===== src/sv/iatp_pkg.sv =====
`timescale 1ns / 1ps
`default_nettype none
// ----------------------------------------------------------------------------
// iatp_pkg
// Shared types, character codes and group helpers for the host literal parser.
// ----------------------------------------------------------------------------
package iatp_pkg;

   // Number of 16-bit groups in an IPv6 address
   localparam int GroupCount = 8;

   // Characters with a meaning of their own
   localparam logic [7:0] CharLBracket = 8'h5B;
   localparam logic [7:0] CharRBracket = 8'h5D;
   localparam logic [7:0] CharColon    = 8'h3A;
   localparam logic [7:0] CharDot      = 8'h2E;

   // Result kind codes
   localparam logic [1:0] KindNone = 2'd0;
   localparam logic [1:0] KindIpv4 = 2'd1;
   localparam logic [1:0] KindIpv6 = 2'd2;

   typedef enum logic [1:0] {
      FormStart = 2'd0,
      FormV4    = 2'd1,
      FormV6    = 2'd2,
      FormNone  = 2'd3
   } form_type;

   typedef enum logic [2:0] {
      PhHead      = 3'd0,
      PhHeadColon = 3'd1,
      PhTail      = 3'd2,
      PhTailColon = 3'd3,
      PhAfter     = 3'd4,
      PhSkip      = 3'd5,
      PhPort      = 3'd6,
      PhField     = 3'd7
   } phase_type;

   typedef logic [0:GroupCount-1][15:0] group_array_type;

   // Full parser state; tail groups are kept right-aligned (newest at the end)
   typedef struct packed {
      form_type        form;
      phase_type       phase;
      logic [3:0]      fidx;
      logic [31:0]     facc;
      logic [31:0]     ipv4;
      group_array_type head;
      group_array_type tail;
      logic [3:0]      tcnt;
      logic [15:0]     port;
      logic            gdig;
      logic            dend;
   } parse_state_type;

   function automatic parse_state_type reset_state();
      parse_state_type r;
      r.form  = FormStart;
      r.phase = PhHead;
      r.fidx  = '0;
      r.facc  = '0;
      r.ipv4  = '0;
      r.head  = '0;
      r.tail  = '0;
      r.tcnt  = '0;
      r.port  = '0;
      r.gdig  = 1'b0;
      r.dend  = 1'b0;
      return r;
   endfunction

   // Close the open hex group into the head list or the tail list
   function automatic parse_state_type close_group(input parse_state_type s,
                                                   input logic in_head);
      parse_state_type r;
      r = s;
      if (s.gdig) begin
         if (in_head) begin
            if (!s.fidx[3]) begin
               r.head[s.fidx[2:0]] = s.facc[15:0];
               r.fidx = s.fidx + 4'd1;
            end
         end else if (!s.tcnt[3]) begin
            r.tail = {s.tail[1:GroupCount-1], s.facc[15:0]};
            r.tcnt = s.tcnt + 4'd1;
         end
      end
      r.gdig = 1'b0;
      r.facc = '0;
      return r;
   endfunction

endpackage
`default_nettype wire


===== src/sv/iatp_parse.sv =====
`timescale 1ns / 1ps
`default_nettype none
// ----------------------------------------------------------------------------
// iatp_parse
// Parser state register and the per-character update. Presents the updated
// state so the final beat can be assembled in the same cycle.
// ----------------------------------------------------------------------------
module iatp_parse (
   input  wire logic                     clock,
   input  wire logic                     reset,
   input  wire logic                     step_en,
   input  wire logic [7:0]               char_in,
   input  wire logic                     last_char,
   output iatp_pkg::parse_state_type     state_next
);

   iatp_pkg::parse_state_type state_ff;
   iatp_pkg::parse_state_type state_in;

   logic       dec_ok;
   logic [3:0] dec_val;
   logic       hex_ok;
   logic [3:0] hex_val;
   logic [31:0] facc_x10;
   logic [15:0] port_x10;
   logic        v4_sep;

   // Switch to the port (or the skipped character before it)
   function automatic iatp_pkg::parse_state_type after_check(
      input iatp_pkg::parse_state_type s, input logic [7:0] c);
      iatp_pkg::parse_state_type r;
      r = s;
      if (c == iatp_pkg::CharRBracket) begin
         r.phase = iatp_pkg::PhSkip;
      end else begin
         r.phase = iatp_pkg::PhPort;
         r.port  = '0;
         r.dend  = 1'b0;
      end
      return r;
   endfunction

   // One character inside the head or tail group list
   function automatic iatp_pkg::parse_state_type group_char(
      input iatp_pkg::parse_state_type s, input logic [7:0] c,
      input logic h_ok, input logic [3:0] h_val, input logic in_head);
      iatp_pkg::parse_state_type r;
      r = s;
      if (h_ok) begin
         r.facc  = {16'd0, s.facc[11:0], h_val};
         r.gdig  = 1'b1;
         r.phase = in_head ? iatp_pkg::PhHead : iatp_pkg::PhTail;
      end else if (c == iatp_pkg::CharColon) begin
         r = iatp_pkg::close_group(s, in_head);
         r.phase = in_head ? iatp_pkg::PhHeadColon : iatp_pkg::PhTailColon;
      end else begin
         r = after_check(iatp_pkg::close_group(s, in_head), c);
      end
      return r;
   endfunction

   // Decode the character
   always_comb begin
      dec_ok  = (char_in >= 8'h30) && (char_in <= 8'h39);
      dec_val = char_in[3:0];
      hex_ok  = 1'b1;
      hex_val = char_in[3:0];
      if (dec_ok) begin
         hex_val = char_in[3:0];
      end else if (((char_in >= 8'h41) && (char_in <= 8'h46)) ||
                   ((char_in >= 8'h61) && (char_in <= 8'h66))) begin
         hex_val = char_in[3:0] + 4'd9;
      end else begin
         hex_ok = 1'b0;
      end
   end

   assign facc_x10 = {state_ff.facc[28:0], 3'b000} + {state_ff.facc[30:0], 1'b0};
   assign port_x10 = {state_ff.port[12:0], 3'b000} + {state_ff.port[14:0], 1'b0};
   assign v4_sep   = (state_ff.fidx < 4'd3) ? (char_in == iatp_pkg::CharDot)
                                            : (char_in == iatp_pkg::CharColon);

   // Advance the state by one character
   always_comb begin
      state_in = state_ff;
      case (state_ff.form)
         iatp_pkg::FormStart: begin
            if (char_in == iatp_pkg::CharLBracket) begin
               state_in.form  = iatp_pkg::FormV6;
               state_in.phase = iatp_pkg::PhHead;
            end else if (dec_ok) begin
               state_in.form  = iatp_pkg::FormV4;
               state_in.phase = iatp_pkg::PhField;
               state_in.facc  = {28'd0, dec_val};
            end else begin
               state_in.form = iatp_pkg::FormNone;
            end
         end
         iatp_pkg::FormV4: begin
            if (state_ff.phase == iatp_pkg::PhPort) begin
               if (!state_ff.dend && dec_ok) begin
                  state_in.port = port_x10 + {12'd0, dec_val};
               end else begin
                  state_in.dend = 1'b1;
               end
            end else if (!state_ff.dend && dec_ok) begin
               state_in.facc = facc_x10 + {28'd0, dec_val};
            end else begin
               state_in.dend = 1'b1;
               if (v4_sep) begin
                  state_in.ipv4 = {state_ff.ipv4[23:0], 8'd0} + state_ff.facc;
                  state_in.facc = '0;
                  state_in.dend = 1'b0;
                  if (state_ff.fidx >= 4'd3) begin
                     state_in.fidx  = 4'd4;
                     state_in.phase = iatp_pkg::PhPort;
                     state_in.port  = '0;
                  end else begin
                     state_in.fidx = state_ff.fidx + 4'd1;
                  end
               end
            end
         end
         iatp_pkg::FormV6: begin
            case (state_ff.phase)
               iatp_pkg::PhHead: begin
                  state_in = group_char(state_ff, char_in, hex_ok, hex_val, 1'b1);
               end
               iatp_pkg::PhHeadColon: begin
                  if (char_in == iatp_pkg::CharColon) begin
                     state_in.phase = iatp_pkg::PhTail;
                     state_in.gdig  = 1'b0;
                     state_in.facc  = '0;
                  end else begin
                     state_in = group_char(state_ff, char_in, hex_ok, hex_val, 1'b1);
                  end
               end
               iatp_pkg::PhTail: begin
                  state_in = group_char(state_ff, char_in, hex_ok, hex_val, 1'b0);
               end
               iatp_pkg::PhTailColon: begin
                  if (char_in == iatp_pkg::CharColon) begin
                     state_in.phase = iatp_pkg::PhAfter;
                  end else begin
                     state_in = group_char(state_ff, char_in, hex_ok, hex_val, 1'b0);
                  end
               end
               iatp_pkg::PhAfter: begin
                  state_in = after_check(state_ff, char_in);
               end
               iatp_pkg::PhSkip: begin
                  state_in.phase = iatp_pkg::PhPort;
                  state_in.port  = '0;
                  state_in.dend  = 1'b0;
               end
               default: begin
                  if (!state_ff.dend && dec_ok) begin
                     state_in.port = port_x10 + {12'd0, dec_val};
                  end else begin
                     state_in.dend = 1'b1;
                  end
               end
            endcase
         end
         default: begin
            state_in = state_ff;
         end
      endcase
   end

   assign state_next = state_in;

   // Hold state; return to the start after the final character
   always_ff @(posedge clock) begin
      if (reset) begin
         state_ff <= iatp_pkg::reset_state();
      end else if (step_en) begin
         state_ff <= last_char ? iatp_pkg::reset_state() : state_in;
      end
   end

endmodule
`default_nettype wire


===== src/sv/iatp_assemble.sv =====
`timescale 1ns / 1ps
`default_nettype none
// ----------------------------------------------------------------------------
// iatp_assemble
// Builds the result beat from the state after the final character: closes an
// open group, merges the tail groups over the head, completes IPv4 fields.
// ----------------------------------------------------------------------------
module iatp_assemble (
   input  wire iatp_pkg::parse_state_type state,
   output logic [1:0]                     addr_kind,
   output logic [63:0]                    addr_upper,
   output logic [63:0]                    addr_lower,
   output logic [15:0]                    port_number
);

   iatp_pkg::parse_state_type fin;
   iatp_pkg::group_array_type groups;
   logic                      open_group;
   logic                      open_head;
   logic [31:0]               v4_addr;

   // Close a group still open at the end of the literal
   always_comb begin
      open_head  = (state.phase == iatp_pkg::PhHead) ||
                   (state.phase == iatp_pkg::PhHeadColon);
      open_group = open_head || (state.phase == iatp_pkg::PhTail) ||
                   (state.phase == iatp_pkg::PhTailColon);
      fin = open_group ? iatp_pkg::close_group(state, open_head) : state;
   end

   // Place the tail groups at the end of the address
   always_comb begin
      for (int p = 0; p < iatp_pkg::GroupCount; p++) begin
         groups[p] = ((4'(p) + fin.tcnt) >= 4'(iatp_pkg::GroupCount)) ? fin.tail[p]
                                                                       : fin.head[p];
      end
   end

   // Shift in the IPv4 fields that were never closed
   always_comb begin
      case (state.fidx)
         4'd0:    v4_addr = {state.facc[7:0], 24'd0};
         4'd1:    v4_addr = {state.ipv4[7:0], 24'd0} + {state.facc[15:0], 16'd0};
         4'd2:    v4_addr = {state.ipv4[15:0], 16'd0} + {state.facc[23:0], 8'd0};
         4'd3:    v4_addr = {state.ipv4[23:0], 8'd0} + state.facc;
         default: v4_addr = state.ipv4;
      endcase
   end

   // Select the result by form
   always_comb begin
      addr_kind   = iatp_pkg::KindNone;
      addr_upper  = '0;
      addr_lower  = '0;
      port_number = '0;
      case (state.form)
         iatp_pkg::FormV4: begin
            addr_kind   = iatp_pkg::KindIpv4;
            addr_lower  = {32'd0, v4_addr};
            port_number = (state.phase == iatp_pkg::PhPort) ? state.port : 16'd0;
         end
         iatp_pkg::FormV6: begin
            addr_kind   = iatp_pkg::KindIpv6;
            addr_upper  = groups[0:3];
            addr_lower  = groups[4:7];
            port_number = (state.phase == iatp_pkg::PhPort) ? state.port : 16'd0;
         end
         default: begin
            addr_kind = iatp_pkg::KindNone;
         end
      endcase
   end

endmodule
`default_nettype wire


===== src/sv/ip_address_text_parser.sv =====
`timescale 1ns / 1ps
`default_nettype none
// A final character passes through the input register, then the parse update
//   into the result register, which waits while the output holds an untaken beat.
// Throughput: one character per cycle, but a final character waits while the output holds an untaken beat.
// Reset: synchronous; clears the parse state and both valid flags.
// ----------------------------------------------------------------------------
// ip_address_text_parser
// Parses an IPv4 or bracketed IPv6 host literal with port, one character per
// beat, and returns one result beat at the final character.
// ----------------------------------------------------------------------------
module ip_address_text_parser (
   input  wire logic        clock,
   input  wire logic        reset,
   input  wire logic        req_valid,
   output logic             req_ready,
   input  wire logic [7:0]  req_char_in,
   input  wire logic        req_last_char,
   output logic             rsp_valid,
   input  wire logic        rsp_ready,
   output logic [1:0]       rsp_addr_kind,
   output logic [63:0]      rsp_addr_upper,
   output logic [63:0]      rsp_addr_lower,
   output logic [15:0]      rsp_port_number
);

   logic       in_valid_ff;
   logic       in_valid_in;
   logic [7:0] in_char_ff;
   logic       in_last_ff;
   logic       rsp_valid_ff;
   logic       rsp_valid_in;
   logic       out_free;
   logic       step_en;
   logic       req_fire;

   iatp_pkg::parse_state_type state_next;
   logic [1:0]  res_kind;
   logic [63:0] res_upper;
   logic [63:0] res_lower;
   logic [15:0] res_port;

   // Step on any held character; a final character steps only when the output has room
   assign out_free  = !rsp_valid_ff || rsp_ready;
   assign step_en   = in_valid_ff && (!in_last_ff || out_free);
   assign req_ready = !in_valid_ff || step_en;
   assign req_fire  = req_valid && req_ready;

   assign in_valid_in  = req_fire ? 1'b1 : (step_en ? 1'b0 : in_valid_ff);
   assign rsp_valid_in = (step_en && in_last_ff) ? 1'b1 : (rsp_ready ? 1'b0 : rsp_valid_ff);

   // Input register
   always_ff @(posedge clock) begin
      if (reset) begin
         in_valid_ff <= 1'b0;
      end else begin
         in_valid_ff <= in_valid_in;
      end
   end

   always_ff @(posedge clock) begin
      if (req_fire) begin
         in_char_ff <= req_char_in;
         in_last_ff <= req_last_char;
      end
   end

   iatp_parse u_parse (
      .clock      (clock),
      .reset      (reset),
      .step_en    (step_en),
      .char_in    (in_char_ff),
      .last_char  (in_last_ff),
      .state_next (state_next)
   );

   iatp_assemble u_assemble (
      .state       (state_next),
      .addr_kind   (res_kind),
      .addr_upper  (res_upper),
      .addr_lower  (res_lower),
      .port_number (res_port)
   );

   // Result register
   always_ff @(posedge clock) begin
      if (reset) begin
         rsp_valid_ff <= 1'b0;
      end else begin
         rsp_valid_ff <= rsp_valid_in;
      end
   end

   always_ff @(posedge clock) begin
      if (step_en && in_last_ff) begin
         rsp_addr_kind   <= res_kind;
         rsp_addr_upper  <= res_upper;
         rsp_addr_lower  <= res_lower;
         rsp_port_number <= res_port;
      end
   end

   assign rsp_valid = rsp_valid_ff;

endmodule
`default_nettype wire


===== config.mk =====
export PLATFORM = sky130hd
export DESIGN_NAME = ip_address_text_parser
export DESIGN_NICKNAME = d
export VERILOG_FILES = /design/src/sv/iatp_pkg.sv /design/src/sv/iatp_parse.sv /design/src/sv/iatp_assemble.sv /design/src/sv/ip_address_text_parser.sv
export SDC_FILE = /design/constraint.sdc
export NUM_CORES = 2
export LEC_CHECK = 0
export ABC_AREA = 1
export BUFFER_PORTS_ARGS = -buffer_cell sky130_fd_sc_hd__buf_2
export CELL_PAD_IN_SITES_DETAIL_PLACEMENT = 0
export CELL_PAD_IN_SITES_GLOBAL_PLACEMENT = 1
export CORE_MARGIN = 1
export CORE_UTILIZATION = 41
export DETAILED_ROUTE_END_ITERATION = 16
export GPL_ROUTABILITY_DRIVEN = 1
export PLACE_DENSITY_LB_ADDON = 0.15
export SLEW_MARGIN = 20
export SYNTH_ARGS = -nofsm -noshare
export SYNTH_HDL_FRONTEND = slang
export SYNTH_SLANG_ARGS = --single-unit

===== constraint.sdc =====
create_clock -name clock -period 5.15 [get_ports clock]
set_input_delay 1.03 -clock clock [delete_from_list [all_inputs] [get_ports clock]]
set_output_delay 1.03 -clock clock [all_outputs]
set_load 0.03 [all_outputs]

==> metrics.csv <==
stage;metric;value;unit
final_layout;Util after Layout;47.8;%
synthesis;number of flops mapped to enable cells by yosys;155;
clock_network;CTS tree;done;
clock_network;Worst-Skew Late Latency;670;ps
die;core area;91800;sq um
synthesis;dominant cells by area after synthesis;dfxtp_1, nand2_1, edfxtp_1;
power_and_ir_drop;Net Sw Power;2.91;mW
synthesis;Mapped Area;38000;sq um
grt;initial antenna violation count;9;
synthesis;register area share after synthesis;30.8;%
die;die height;307;um
die;full die area;94000;sq um
sta;final setup fails;0;
grt;first-pass GRT wire length;265000;um
synthesis;FFs w/ async S/R, synth;0;%
die;Die Wd;307;um
sta;Max Slew Vio Count;0;
clock_network;Bufs on Longest Clock Path;3;
power_and_ir_drop;P_int;7.28;mW
detailed_routing;DR iter-0 viols;5905;
clock_network;Clock transition at path regs;50;ps
grt;Remaining Overflow, GRT;0;
placed_design;dpl hpwl;128000;um
sta;final setup margin;277;ps
placed_design;GPL Wtd Cong;0.997;
detailed_routing;WL/cell;25.9;um
power_and_ir_drop;worst vdd ir;0.000215;V
power_and_ir_drop;share of power burned in registers;40.9;%
final_layout;fin nets;5978;
job;Max Cap Violations;0;
detailed_routing;routed vias;43000;
sta;clock skew;31.1;ps
power_and_ir_drop;clock share of power;49.5;%
grt;largest net degree at the start of global routing;151;
final_layout;most common cell after layout, fill and taps aside;nand2_1;
detailed_routing;DR pass1 iterations;7;
final_layout;share of layout cells above drive strength 1;13.6;%
final_layout;most frequent cells in the layout;nand2_1, o21ai_0, a21oi_1;
power_and_ir_drop;Lkg Pwr;17.3;nW
worst_setup_path;cell mode on critical path;nand2_1;
worst_setup_path;Arrival @ worst endpoint;5240;ps
die;initial cell density of the core;41.4;%
clock_network;Max H-tree Level;3;
synthesis;Syn Nets;5834;
final_layout;fill cell total of the finished layout;9499;
power_and_ir_drop;power per standard cell area;232;nW/um^2
status;status;finished, final reports clean;
clock_network;number of clock sinks;508;
clock_network;Root Buffer;clkbuf_16;
synthesis;Cells after Synth;5669;
hold_path;class of the worst hold path;flip-flop to flip-flop;
worst_setup_path;CP peak stage delay;580;ps
worst_setup_path;Critical Path Source Type;flip-flop;
power_and_ir_drop;part of the power in combinational logic;9.5;%
sta;relative slew slack;18.2;%
detailed_routing;DRC viols;0;
die;# IOs;161;
synthesis;Most used DFF post-synth;dfxtp_1;
synthesis;distinct cell type count after synthesis;69;
sta;Highest Clock Rate;205;MHz
worst_setup_path;CP endpoint kind;flip-flop;
synthesis;register bit total from synthesis;508;
synthesis;synthesized area per cell;6.71;sq um
sta;Period Utilization, post-route;94.6;%
worst_setup_path;critical path peak fanout;4;
sta;Min Clock Period, post-route;4870;ps
power_and_ir_drop;switching share of power;28.5;%
clock_network;cts hold-fix bufs;0;
clock_network;CTS Buf Count;68;
sta;Worst Max-Slew Pin Slew;1220;ps
worst_setup_path;slowest cell on the critical path;fa_1;
grt;gr usage total;37.8;%
sta;Hold Violations, Final;0;
worst_setup_path;WP data required;5510;ps
final_layout;Area Overhead vs Synth;15.2;%
synthesis;YS warnings;0;
detailed_routing;via/cell ratio;6.04;
synthesis;Yosys top cell area share;18.6;%
die;Placement Rows;111;
placed_design;port bufs;160;
detailed_routing;antenna viol nets, final;0;
detailed_routing;total wire length;184000;um
synthesis;Yosys top cell by area;dfxtp_1;
grt;vias in the first global route;38500;
worst_setup_path;crit path kind;flip-flop to flip-flop;
placed_design;Placement Setup Slack;-131;ps
## area by class of cell
class / count / area, sq um / share of cell area [%]
multi-input combinational: 4213 / 22900 / 52.3
sequential: 508 / 11700 / 26.7
timing repair buffer: 455 / 3160 / 7.22
inverter: 567 / 2140 / 4.89
clock buffer: 84 / 1800 / 4.11
tap: 1243 / 1560 / 3.55
clock inverter: 40 / 489 / 1.12
antenna: 7 / 17.5 / 0.0400
## stage by stage
stage | TNS [ps] | hold slack [ps] | cell area [sq um] | total power [mW] | instances
finish | 0 | 459 | 43800 | 10.2 | 7117
global route | -76.5 | 475 | 43800 | 10.4 | 7110
CTS | 0 | 461 | 43500 | 10.2 | 7102
detailed placement | -175 | 452 | 41200 | 5.18 | 6978
global placement | -7.38 | 446 | 41200 | 5.19 | 6978
floorplan | 0 | 441 | 38000 | 4.80 | 5669
## logic make-up (layout without fill, tap and decap cells)
kind of cell | count (synthesis) | in the layout | share of synthesized area, %
and+or+nand+nor | 2090 | 2090 | 23.0
AOI/OAI and AO/OA | 1916 | 1916 | 30.0
buffers and inverters | 948 | 1146 | 9.71
DFF | 508 | 508 | 30.8
adders and majority gates | 152 | 152 | 5.12
xor gates and xnor gates | 53 | 53 | 1.29
muxes | 2 | 2 | 0.0526
other | 0 | 7 | 0
## cell usage after synthesis (23+ instances only)
cell / n
o22ai_1: 160
o2111ai_1: 28
dfxtp_1: 353
ha_1: 146
o211ai_1: 51
a21oi_1: 572
nand2_1: 1340
buf_2: 42
nand3_1: 201
a22oi_1: 88
inv_1: 515
o21ai_0: 623
clkbuf_1: 306
a32oi_1: 75
a211oi_1: 25
nor2_1: 368
a2bb2oi_1: 114
xor2_1: 29
nor3_1: 42
o21ai_1: 57
nand2_2: 31
edfxtp_1: 155
a31oi_1: 23
inv_2: 36
## sequential cells by signal, summed over array words and instances (netlist names)
signal            cells
rsp_addr_kind         2
in_last_ff            1
rsp_valid             1
in_char_ff            8
in_valid_ff           1
rsp_addr_lower       64
rsp_port_number      16
rsp_addr_upper       64
u_parse.state_ff    351
## power groups by stage
stage                     registers (mW)  clock network [mW]  logic (mW)
after floorplan                     4.31                   0       0.484
after detailed placement            4.26                   0       0.929
final                               4.17                5.05       0.972
after global routing                4.17                5.25        1.00
after CTS                           4.17                5.10       0.932
after global placement              4.25                   0       0.932
## metal layers
metal  up-vias  share of wire, %  routed length [um]  track usage, %
met5         -             0.011                  20               0
met4         2               4.4                8080            15.9
met3       383                11               20000            9.28
met2      2263                42               77000            55.1
met1     20500                43               79200            52.9
li1      19800                 -                   -               -
## critical path, delay by kind of cell, from the launching register on
kind                       cells  cell delay [ps]
DFF                            1              330
adders and majority gates      3             1100
buffers and inverters          5              520
AOI/OAI and AO/OA              9             1330
and+or+nand+nor               11             1140
xor gates and xnor gates       1              130
## repair_timing
item                                    4_1_cts  5_1_grt
endpoints found under the setup margin        5       13
pin swaps                                     1       15
gates resized for setup                       6       62
buffers inserted                              0        8
## path summary, 6_finish.rpt
kind                                             from                    end  slack, ps  depth (start not counted)
worst max-delay path            u_parse.state_ff[312]     rsp_addr_lower[27]        280                         29
worst min-delay path            u_parse.state_ff[302]  u_parse.state_ff[302]        460                          2
worst max register to register  u_parse.state_ff[312]     rsp_addr_lower[27]        280                         29
worst min register to register  u_parse.state_ff[302]  u_parse.state_ff[302]        460                          2
Power figures use the tool's default switching activity.
